[src/rfsm_pkg.sv]
// Shared types and constants for the record filter subset match unit.
package rfsm_pkg;

    localparam int DATA_TYPE_W    = 16;
    localparam int KEY_W          = DATA_TYPE_W + 1;
    localparam int REC_IDX_W      = 8;
    localparam int FCOUNT_W       = 3;
    localparam int CFG_IDX_W      = 3;
    localparam int CFG_DATA_W     = KEY_W;
    localparam int MAX_FILTER_DEF = 4;
    localparam int NUM_ENTRY_REGS = 4;

    localparam int S_TDATA_W = 24;
    localparam int S_TUSER_W = 2;
    localparam int M_TDATA_W = 16;

    // register indexes
    localparam logic [CFG_IDX_W-1:0] REG_FILTER_COUNT  = CFG_IDX_W'(0);
    localparam int                   REG_FILTER_ENTRY0 = 1;

    localparam logic [REC_IDX_W-1:0] REC_IDX_MAX = {REC_IDX_W{1'b1}};

    typedef struct packed {
        logic             entry_valid;
        logic [KEY_W-1:0] key;          // data type in 16..1, role in 0
        logic             record_end;
        logic             list_end;
    } item_t;

    typedef struct packed {
        logic                 match_found;
        logic [REC_IDX_W-1:0] record_index;
    } result_t;

endpackage

[src/rfsm_cfg.sv]
// Configuration registers: filter count and filter elements.
module rfsm_cfg
    import rfsm_pkg::*;
#(
    parameter int MAX_FILTER = MAX_FILTER_DEF,
    parameter int CNT_W      = $clog2(MAX_FILTER + 1)
) (
    input  logic                             aclk,
    input  logic                             aresetn,
    input  logic                             cfg_wr_en,
    input  logic [CFG_IDX_W-1:0]             cfg_addr,
    input  logic [CFG_DATA_W-1:0]            cfg_wdata,
    output logic [CNT_W-1:0]                 active_count,
    output logic [MAX_FILTER-1:0][KEY_W-1:0] filter_entry
);

    logic [FCOUNT_W-1:0] count_reg;

    always_ff @(posedge aclk) begin
        if (!aresetn) begin
            count_reg <= '0;
        end else if (cfg_wr_en && cfg_addr == REG_FILTER_COUNT) begin
            count_reg <= cfg_wdata[FCOUNT_W-1:0];
        end
    end

    // counts above the limit clamp to it
    always_comb begin
        if (count_reg > FCOUNT_W'(MAX_FILTER)) begin
            active_count = CNT_W'(MAX_FILTER);
        end else begin
            active_count = CNT_W'(count_reg);
        end
    end

    for (genvar k = 0; k < MAX_FILTER; k++) begin : g_entry
        if (k < NUM_ENTRY_REGS) begin : g_reg
            logic [KEY_W-1:0] entry_reg;
            always_ff @(posedge aclk) begin
                if (!aresetn) begin
                    entry_reg <= '0;
                end else if (cfg_wr_en &&
                             cfg_addr == CFG_IDX_W'(REG_FILTER_ENTRY0 + k)) begin
                    entry_reg <= cfg_wdata[KEY_W-1:0];
                end
            end
            assign filter_entry[k] = entry_reg;
        end else begin : g_none
            // no register index reaches this element
            assign filter_entry[k] = '0;
        end
    end

endmodule

[src/rfsm_in_reg.sv]
// Input register stage: holds one accepted entry transfer.
module rfsm_in_reg
    import rfsm_pkg::*;
(
    input  logic  aclk,
    input  logic  aresetn,
    input  logic  s_tvalid,
    output logic  s_tready,
    input  item_t s_item,
    output logic  item_valid,
    output item_t item,
    input  logic  item_pop
);

    logic  valid_reg;
    item_t item_reg;
    logic  take;

    assign s_tready = !valid_reg || item_pop;
    assign take     = s_tvalid && s_tready;

    always_ff @(posedge aclk) begin
        if (!aresetn) begin
            valid_reg <= 1'b0;
        end else if (take) begin
            valid_reg <= 1'b1;
        end else if (item_pop) begin
            valid_reg <= 1'b0;
        end
    end

    always_ff @(posedge aclk) begin
        if (take) begin
            item_reg <= s_item;
        end
    end

    assign item_valid = valid_reg;
    assign item       = item_reg;

endmodule

[src/rfsm_core.sv]
// Match state, per-record mask update and the result register.
module rfsm_core
    import rfsm_pkg::*;
#(
    parameter int MAX_FILTER = MAX_FILTER_DEF,
    parameter int CNT_W      = $clog2(MAX_FILTER + 1)
) (
    input  logic                             aclk,
    input  logic                             aresetn,
    input  logic                             item_valid,
    input  item_t                            item,
    output logic                             item_pop,
    input  logic [CNT_W-1:0]                 active_count,
    input  logic [MAX_FILTER-1:0][KEY_W-1:0] filter_entry,
    output logic                             m_tvalid,
    input  logic                             m_tready,
    output result_t                          m_result
);

    logic [MAX_FILTER-1:0] mask_reg, mask_next, hit, need;
    logic [REC_IDX_W-1:0]  rec_cnt_reg, rec_cnt_next;
    logic                  seen_reg, seen_next;
    logic [REC_IDX_W-1:0]  hit_idx_reg, hit_idx_next;
    logic                  out_valid_reg;
    result_t               out_reg, out_next;
    logic                  close_rec, full, seen_now;
    logic [REC_IDX_W-1:0]  idx_now;

    // a list end waits only while an untaken result occupies the output
    assign item_pop = item_valid && (!item.list_end || !out_valid_reg || m_tready);

    always_comb begin
        for (int k = 0; k < MAX_FILTER; k++) begin
            need[k] = CNT_W'(k) < active_count;
            hit[k]  = item.entry_valid && need[k] && (filter_entry[k] == item.key);
        end
    end

    assign mask_next = mask_reg | hit;
    assign full      = &(mask_next | ~need);
    assign close_rec = item.record_end || item.list_end;
    assign seen_now  = seen_reg || (close_rec && full);
    assign idx_now   = seen_reg ? hit_idx_reg : rec_cnt_reg;

    always_comb begin
        if (active_count == '0) begin
            out_next.match_found  = 1'b1;
            out_next.record_index = '0;
        end else begin
            out_next.match_found  = seen_now;
            out_next.record_index = seen_now ? idx_now : '0;
        end
    end

    always_comb begin
        if (item.list_end) begin
            rec_cnt_next = '0;
            seen_next    = 1'b0;
            hit_idx_next = '0;
        end else begin
            rec_cnt_next = rec_cnt_reg;
            if (close_rec && rec_cnt_reg != REC_IDX_MAX) begin
                rec_cnt_next = rec_cnt_reg + REC_IDX_W'(1);
            end
            seen_next    = seen_now;
            hit_idx_next = seen_now ? idx_now : '0;
        end
    end

    always_ff @(posedge aclk) begin
        if (!aresetn) begin
            mask_reg    <= '0;
            rec_cnt_reg <= '0;
            seen_reg    <= 1'b0;
            hit_idx_reg <= '0;
        end else if (item_pop) begin
            mask_reg    <= close_rec ? '0 : mask_next;
            rec_cnt_reg <= rec_cnt_next;
            seen_reg    <= seen_next;
            hit_idx_reg <= hit_idx_next;
        end
    end

    always_ff @(posedge aclk) begin
        if (!aresetn) begin
            out_valid_reg <= 1'b0;
        end else if (item_pop && item.list_end) begin
            out_valid_reg <= 1'b1;
        end else if (m_tready) begin
            out_valid_reg <= 1'b0;
        end
    end

    always_ff @(posedge aclk) begin
        if (item_pop && item.list_end) begin
            out_reg <= out_next;
        end
    end

    assign m_tvalid = out_valid_reg;
    assign m_result = out_reg;

endmodule

[src/record_filter_subset_match_unit.sv]
// Top level of the record filter subset match unit.
//
// Endpoint entries arrive on the s_ stream, one transfer per endpoint, records
// back to back; s_tuser[1] closes a record and s_tlast closes the whole list.
// Every active filter element (data type and role) must be covered by some
// endpoint of a record for that record to match. On the list-closing transfer
// one result goes out on the m_ stream: found flag and index of the first
// matching record (0 when none, found with index 0 when the filter is empty).
// Filter count and elements are set through the cfg_ write port; the user must
// write them only while idle, which the block does not enforce. Throughput: one
// entry per cycle unless a list end waits on an untaken result; a list-closing
// transfer passes the input register and compare/mask logic to the result on m_.
// Reset clears the filter registers, match state and both stream stages.
// A stalled m_ side holds the result; entries keep flowing until the next
// list-closing transfer, which waits in the input register and then holds
// s_tready low.
module record_filter_subset_match_unit
    import rfsm_pkg::*;
#(
    parameter int MAX_FILTER = MAX_FILTER_DEF
) (
    input  logic                  aclk,
    input  logic                  aresetn,
    input  logic                  cfg_wr_en,
    input  logic [CFG_IDX_W-1:0]  cfg_addr,
    input  logic [CFG_DATA_W-1:0] cfg_wdata,
    input  logic                  s_tvalid,
    output logic                  s_tready,
    input  logic [S_TDATA_W-1:0]  s_tdata,  // [15:0] entry_data_type, [16] entry_role
    input  logic [S_TUSER_W-1:0]  s_tuser,  // [0] entry_valid, [1] record_end
    input  logic                  s_tlast,  // list_end
    output logic                  m_tvalid,
    input  logic                  m_tready,
    output logic [M_TDATA_W-1:0]  m_tdata   // [0] match_found, [8:1] record_index
);

    localparam int CNT_W = $clog2(MAX_FILTER + 1);

    logic [CNT_W-1:0]                 active_count;
    logic [MAX_FILTER-1:0][KEY_W-1:0] filter_entry;
    item_t                            s_item, item;
    logic                             item_valid, item_pop;
    result_t                          m_result;

    assign s_item.entry_valid = s_tuser[0];
    assign s_item.key         = {s_tdata[DATA_TYPE_W-1:0], s_tdata[DATA_TYPE_W]};
    assign s_item.record_end  = s_tuser[1];
    assign s_item.list_end    = s_tlast;

    rfsm_cfg #(
        .MAX_FILTER (MAX_FILTER),
        .CNT_W      (CNT_W)
    ) u_cfg (
        .aclk         (aclk),
        .aresetn      (aresetn),
        .cfg_wr_en    (cfg_wr_en),
        .cfg_addr     (cfg_addr),
        .cfg_wdata    (cfg_wdata),
        .active_count (active_count),
        .filter_entry (filter_entry)
    );

    rfsm_in_reg u_in_reg (
        .aclk       (aclk),
        .aresetn    (aresetn),
        .s_tvalid   (s_tvalid),
        .s_tready   (s_tready),
        .s_item     (s_item),
        .item_valid (item_valid),
        .item       (item),
        .item_pop   (item_pop)
    );

    rfsm_core #(
        .MAX_FILTER (MAX_FILTER),
        .CNT_W      (CNT_W)
    ) u_core (
        .aclk         (aclk),
        .aresetn      (aresetn),
        .item_valid   (item_valid),
        .item         (item),
        .item_pop     (item_pop),
        .active_count (active_count),
        .filter_entry (filter_entry),
        .m_tvalid     (m_tvalid),
        .m_tready     (m_tready),
        .m_result     (m_result)
    );

    assign m_tdata = M_TDATA_W'({m_result.record_index, m_result.match_found});

endmodule
[config.mk]
export PLATFORM = sky130hd
export DESIGN_NAME = record_filter_subset_match_unit
export DESIGN_NICKNAME = d
export VERILOG_FILES = /design/src/rfsm_pkg.sv /design/src/rfsm_cfg.sv /design/src/rfsm_in_reg.sv /design/src/rfsm_core.sv /design/src/record_filter_subset_match_unit.sv
export SDC_FILE = /design/constraint.sdc
export NUM_CORES = 1
export LEC_CHECK = 0
export ABC_AREA = 1
export BUFFER_PORTS_ARGS = -buffer_cell sky130_fd_sc_hd__buf_4
export CORE_MARGIN = 4
export CORE_UTILIZATION = 60
export CTS_CLUSTER_SIZE = 20
export DETAILED_ROUTE_END_ITERATION = 7
export HOLD_SLACK_MARGIN = 0.12
export PLACE_DENSITY = 0.82
export SETUP_SLACK_MARGIN = 0.5
export SLEW_MARGIN = 20
export SYNTH_ARGS = -nofsm -noshare
export SYNTH_HDL_FRONTEND = slang
export SYNTH_SLANG_ARGS = --single-unit
export TNS_END_PERCENT = 50
[constraint.sdc]
create_clock -name aclk -period 5.6 [get_ports aclk]
set_clock_uncertainty 0.15 [all_clocks]
set_input_delay 1.12 -clock aclk [delete_from_list [all_inputs] [get_ports aclk]]
set_output_delay 1.12 -clock aclk [all_outputs]
set_load 0.01 [all_outputs]
* Yosys cells after proc, flatten, opt, wreduce, memory -nomap -nowiden
Cells that the tools add are included.
Word-level totals: input port bits 52, flip-flop bits (word level) 123
Cells by class: muxes and demuxes 12, reduce and logical (&&, ||, !) cells 33, bitwise operators 3, add/subtract/negate cells 1, eq/ne operators 9, magnitude comparators 5
Operators by type and width (number):
- == test 17 bit | 4
- two-way mux 8 bit | 5
- logical AND 1 bit | 18
- adder 8 x 1 -> 8 bit, second input constant | 1
- != test 8 bit, second input constant | 1
- OR 4 bit | 2
- == test 3 x 2 -> 1 bit, second input constant | 2
- zero test 3 bit | 2
- < comparator 1 x 3 -> 1 bit, first input constant | 2
- < comparator 2 x 3 -> 1 bit, first input constant | 2
- nonzero test 2 bit | 3
- logical OR 1 bit | 5
- two-way mux 1 bit | 5
- two-way mux 4 bit | 1
- NOT 4 bit | 1
- AND reduction 4 bit | 1
- == test 3 x 1 -> 1 bit, second input constant | 1
- == test 3 bit, second input constant | 1
- > comparator 3 bit, second input constant | 1
- zero test 1 bit | 3
- two-way mux 3 bit | 1
- AND reduction 2 bit | 1

* Longest topological paths before layout
word-level depth 12, depth in mapped cells 13, gate-level depth less buffers 13

* Modules after synthesis
A second synthesis with hierarchy kept.
Unflattened totals: cells, all modules 909, area total of the unflattened synthesis 6251.0 um^2
Modules (own cells, without submodules):
- rfsm_cfg | seq. area each 1421.4 um^2, instances 1, area each 2959.1 um^2, cells each 421
- rfsm_core | seq. area each 710.7 um^2, instances 1, area each 2583.7 um^2, cells each 453
- rfsm_in_reg | seq. area each 620.6 um^2, instances 1, area each 651.9 um^2, cells each 27
- record_filter_subset_match_unit | seq. area each 0.0 um^2, instances 1, area each 56.3 um^2, cells each 8

* Worst setup path before layout
Ideal clock, no wire load.
path kind input-to-output, start input port m_tready, end output port s_tready, path buffers 0, data arrival time 1417 ps, data required time 4330 ps, path slack 2913 ps, stages on the path 2, cells stage by stage nor2_1 -> nand3_1
Between the ends: longest elaborated chain between the ends 3
Ends and longest elaborated chain:
- start: declaration | RTL line record_filter_subset_match_unit.sv:33 | input logic m_tready,
- logical OR 1 bit | RTL line rfsm_core.sv:30 | assign item_pop = item_valid && (!item.list_end || !out_valid_reg || m_tready);
- logical AND 1 bit | RTL line rfsm_core.sv:30
- logical OR 1 bit | RTL line rfsm_in_reg.sv:19 | assign s_tready = !valid_reg || item_pop;
- end: declaration | RTL line record_filter_subset_match_unit.sv:28 | output logic s_tready,
Every way passes these cells.

* Worst setup path in the final report
Same ends and word-level chain as after synthesis.

==> flow_summary.json <==
{
  "status": "finished clean",
  "total_power_mw": 2.27,
  "drc": 0,
  "period_share_pct": 55.8,
  "cap_violations": 0,
  "p_per_area_nw_per_um2": 335,
  "crit_type": "in2out",
  "nNetsFinal": 874,
  "dp_hpwl_mm": 9.17,
  "synth_top_cell_by_area": "dfxtp_1",
  "clock_sinks": 123,
  "grt_first_pass_wirelength_mm": 22.7,
  "synth_compound_area_share_pct": 16.0,
  "antenna_cells": 0,
  "fill_cells": 699,
  "htreeDepth": 4,
  "cp-start-kind": "input pin",
  "met2_usage_pct": 42.4,
  "syn_avg_cell_area_um2": 7.41,
  "antenna_found_initial": 0,
  "tns_ps": 0,
  "drt-initial-drc-count": 316,
  "cp_cell_sequence": "buf_4, nor2_1, nand3_1, buf_4",
  "firstDrtPassIters": 6,
  "port_buffers": 55,
  "root_buffer": "clkbuf_8",
  "fin_crit_ps": 3130,
  "met3_usage_pct": 5.70,
  "drive_gt1_share_pct": 13.5,
  "synthSimpleGateAreaFrac_pct": 21.5,
  "p_leak_nw": 2.85,
  "finalWeightedCongestion": 0.844,
  "tightest_slew_ps": 982,
  "fmaxAchievable_ghz": 0.320,
  "cp_slowest_cell": "nor2_1",
  "hold_violations": 0,
  "slew_headroom_pct": 34.5,
  "die_h_um": 106,
  "grt-ovfl-total": 0,
  "wl_per_cell_um": 14.3,
  "min_path_type": "reg2reg",
  "clkTransAtPathRegs_ps": 60,
  "vdd_ir_drop_max_mv": 0.216,
  "grt.busiest_layer": "met2",
  "yosysWarnings": 0,
  "postCtsHoldBufs": 0,
  "largest_reg_flops": 68,
  "cts_made_buffers": 17,
  "synth_cell_types": 33,
  "synth_area_leaders": "dfxtp_1, edfxtp_1, nand2_1",
  "area_growth_pct": 18.4,
  "cts_tree": "done",
  "wirelength_mm": 13.8,
  "cp.buffers_inverters": 2,
  "core_area_um2": 9280,
  "start_util_pct": 61.7,
  "vias": 5132,
  "slew_violations": 0,
  "synth.top_cell.area_share_pct": 32.8,
  "die_x_um": 106,
  "grtUsageTotal_pct": 25.2,
  "vias_per_cell": 5.33,
  "yosys.area_share.adder_pct": 0.218,
  "synth_area_um2": 5730,
  "cp.required_ps": 4330,
  "cts_buffer_depth": 2,
  "reg2reg_slack_ps": 3150,
  "yosysSeqAreaShare_pct": 48.0,
  "crit_arrival_ps": 1860,
  "post_cts_buffers": 0,
  "synthCells": 774,
  "rows": 35,
  "cpMostUsedCell": "buf_4",
  "setup_viol": 0,
  "grt_max_degree": 79,
  "synthMuxAreaShare_pct": 0,
  "cts_resized": 0,
  "ios": 70,
  "crit_fanout": 3,
  "grt_pass1_vias": 4998,
  "die_area_um2": 11200,
  "grt_util_met1_pct": 32.0,
  "synth_top_family_by_area": "simple AND/OR/NAND/NOR gates",
  "slowest_delay_ps": 260,
  "rsz0062_at_grt": "false",
  "cp-end-kind": "primary output",
  "path_delay_family": "simple AND/OR/NAND/NOR gates",
  "clk_latency_ps": 510,
  "synth-xor-area-share_pct": 3.21,
  "antenna_left": 0,
  "synth-seq-cells": 123
}
==> tightest hold or removal path: stages (launching register included) <==
cell and delay [ps]:
dfxtp_1 320, inv_1 50, a21oi_1 50
==> cell type report <==
class                   count  area (um^2)  area share, %
clock buffers              20          435           6.42
clock inverters            12          173           2.54
inverters                 121          454           6.69
multi-input cells         500         2370           35.0
flip-flops and latches    123         2750           40.6
well taps                 129          161           2.38
repair buffers             58          435           6.42
==> cells by family after synthesis <==
family | count (synthesis)
compound gates | 175
xor+xnor | 21
fa+ha+maj | 1
buf+inv | 157
flops | 123
other cells | 1
simple gates | 296
==> power by group <==
part | switching [mW] | internal (mW) | total (mW)
sequential | 0.0268 | 0.941 | 0.968
clock | 0.393 | 0.732 | 1.12
combinational | 0.110 | 0.0694 | 0.180
total | 0.530 | 1.74 | 2.27
==> cell usage in the layout, fill, tap and decap left out, types with 5 or more instances in the layout <==
master | synthesis | final
nand2_1 | 150 | 150
inv_1 | 109 | 109
nor2_1 | 100 | 100
dfxtp_1 | 94 | 94
o21ai_0 | 92 | 92
a21oi_1 | 69 | 69
buf_4 | 9 | 58
edfxtp_1 | 29 | 29
nand3_1 | 21 | 21
clkbuf_16 | 0 | 16
xor2_1 | 12 | 12
inv_2 | 11 | 11
xnor2_1 | 9 | 9
nand3_2 | 7 | 7
conb_1 | 1 | 7
nand4_1 | 5 | 5
==> synth_stat cells <==
library cell  instances
nand2_1             150
xor2_1               12
inv_2                11
nand4_1               5
dfxtp_1              94
o21ai_1               3
inv_1               109
a21oi_2               1
nand3_1              21
nor2_1              100
nor3_1                4
a21oi_1              69
clkbuf_1             24
ha_1                  1
o21ai_0              92
a221oi_1              4
nor2_2                4
conb_1                1
nor4_1                1
a31oi_1               1
xnor2_1               9
buf_4                 9
o21bai_4              1
a211oi_1              3
edfxtp_1             29
nand3_2               7
clkbuf_2              2
nand3b_1              1
and3_1                1
o21bai_1              1
nand2_4               2
buf_2                 1
clkinv_1              1
==> metrics by stage <==
stage          instances  hold slack [ps]  instance area (um^2)  setup slack, ps  util, %
6_report             963              314                  6790             2470     73.1
5_1_grt              963              333                  6790             2410     73.1
4_1_cts              963              313                  6790             2480     73.1
3_5_place_dp         931              304                  6180             2440     66.5
3_3_place_gp         931              298                  6180             2510     66.5
2_1_floorplan        780              284                  5750             2910        -
==> metal layers <==
layer  vias up  wire (um)  part of all wire [%]
met5         -          0                     0
met4         0        248                   1.8
met3        24       1070                   7.7
met2       208       6770                    49
met1      2350       5700                    41
li1       2550          -                     -
==> final timing paths <==
path,startpoint,to,cells past startpoint
min,u_cfg.g_entry[2].g_reg.entry_reg[4],u_cfg.g_entry[2].g_reg.entry_reg[4],2
max,m_tready,s_tready,4
max reg2reg,u_core.rec_cnt_reg[0],u_core.rec_cnt_reg[7],13
min reg2reg,u_cfg.g_entry[2].g_reg.entry_reg[4],u_cfg.g_entry[2].g_reg.entry_reg[4],2
(Power assumes the default switching activity.)
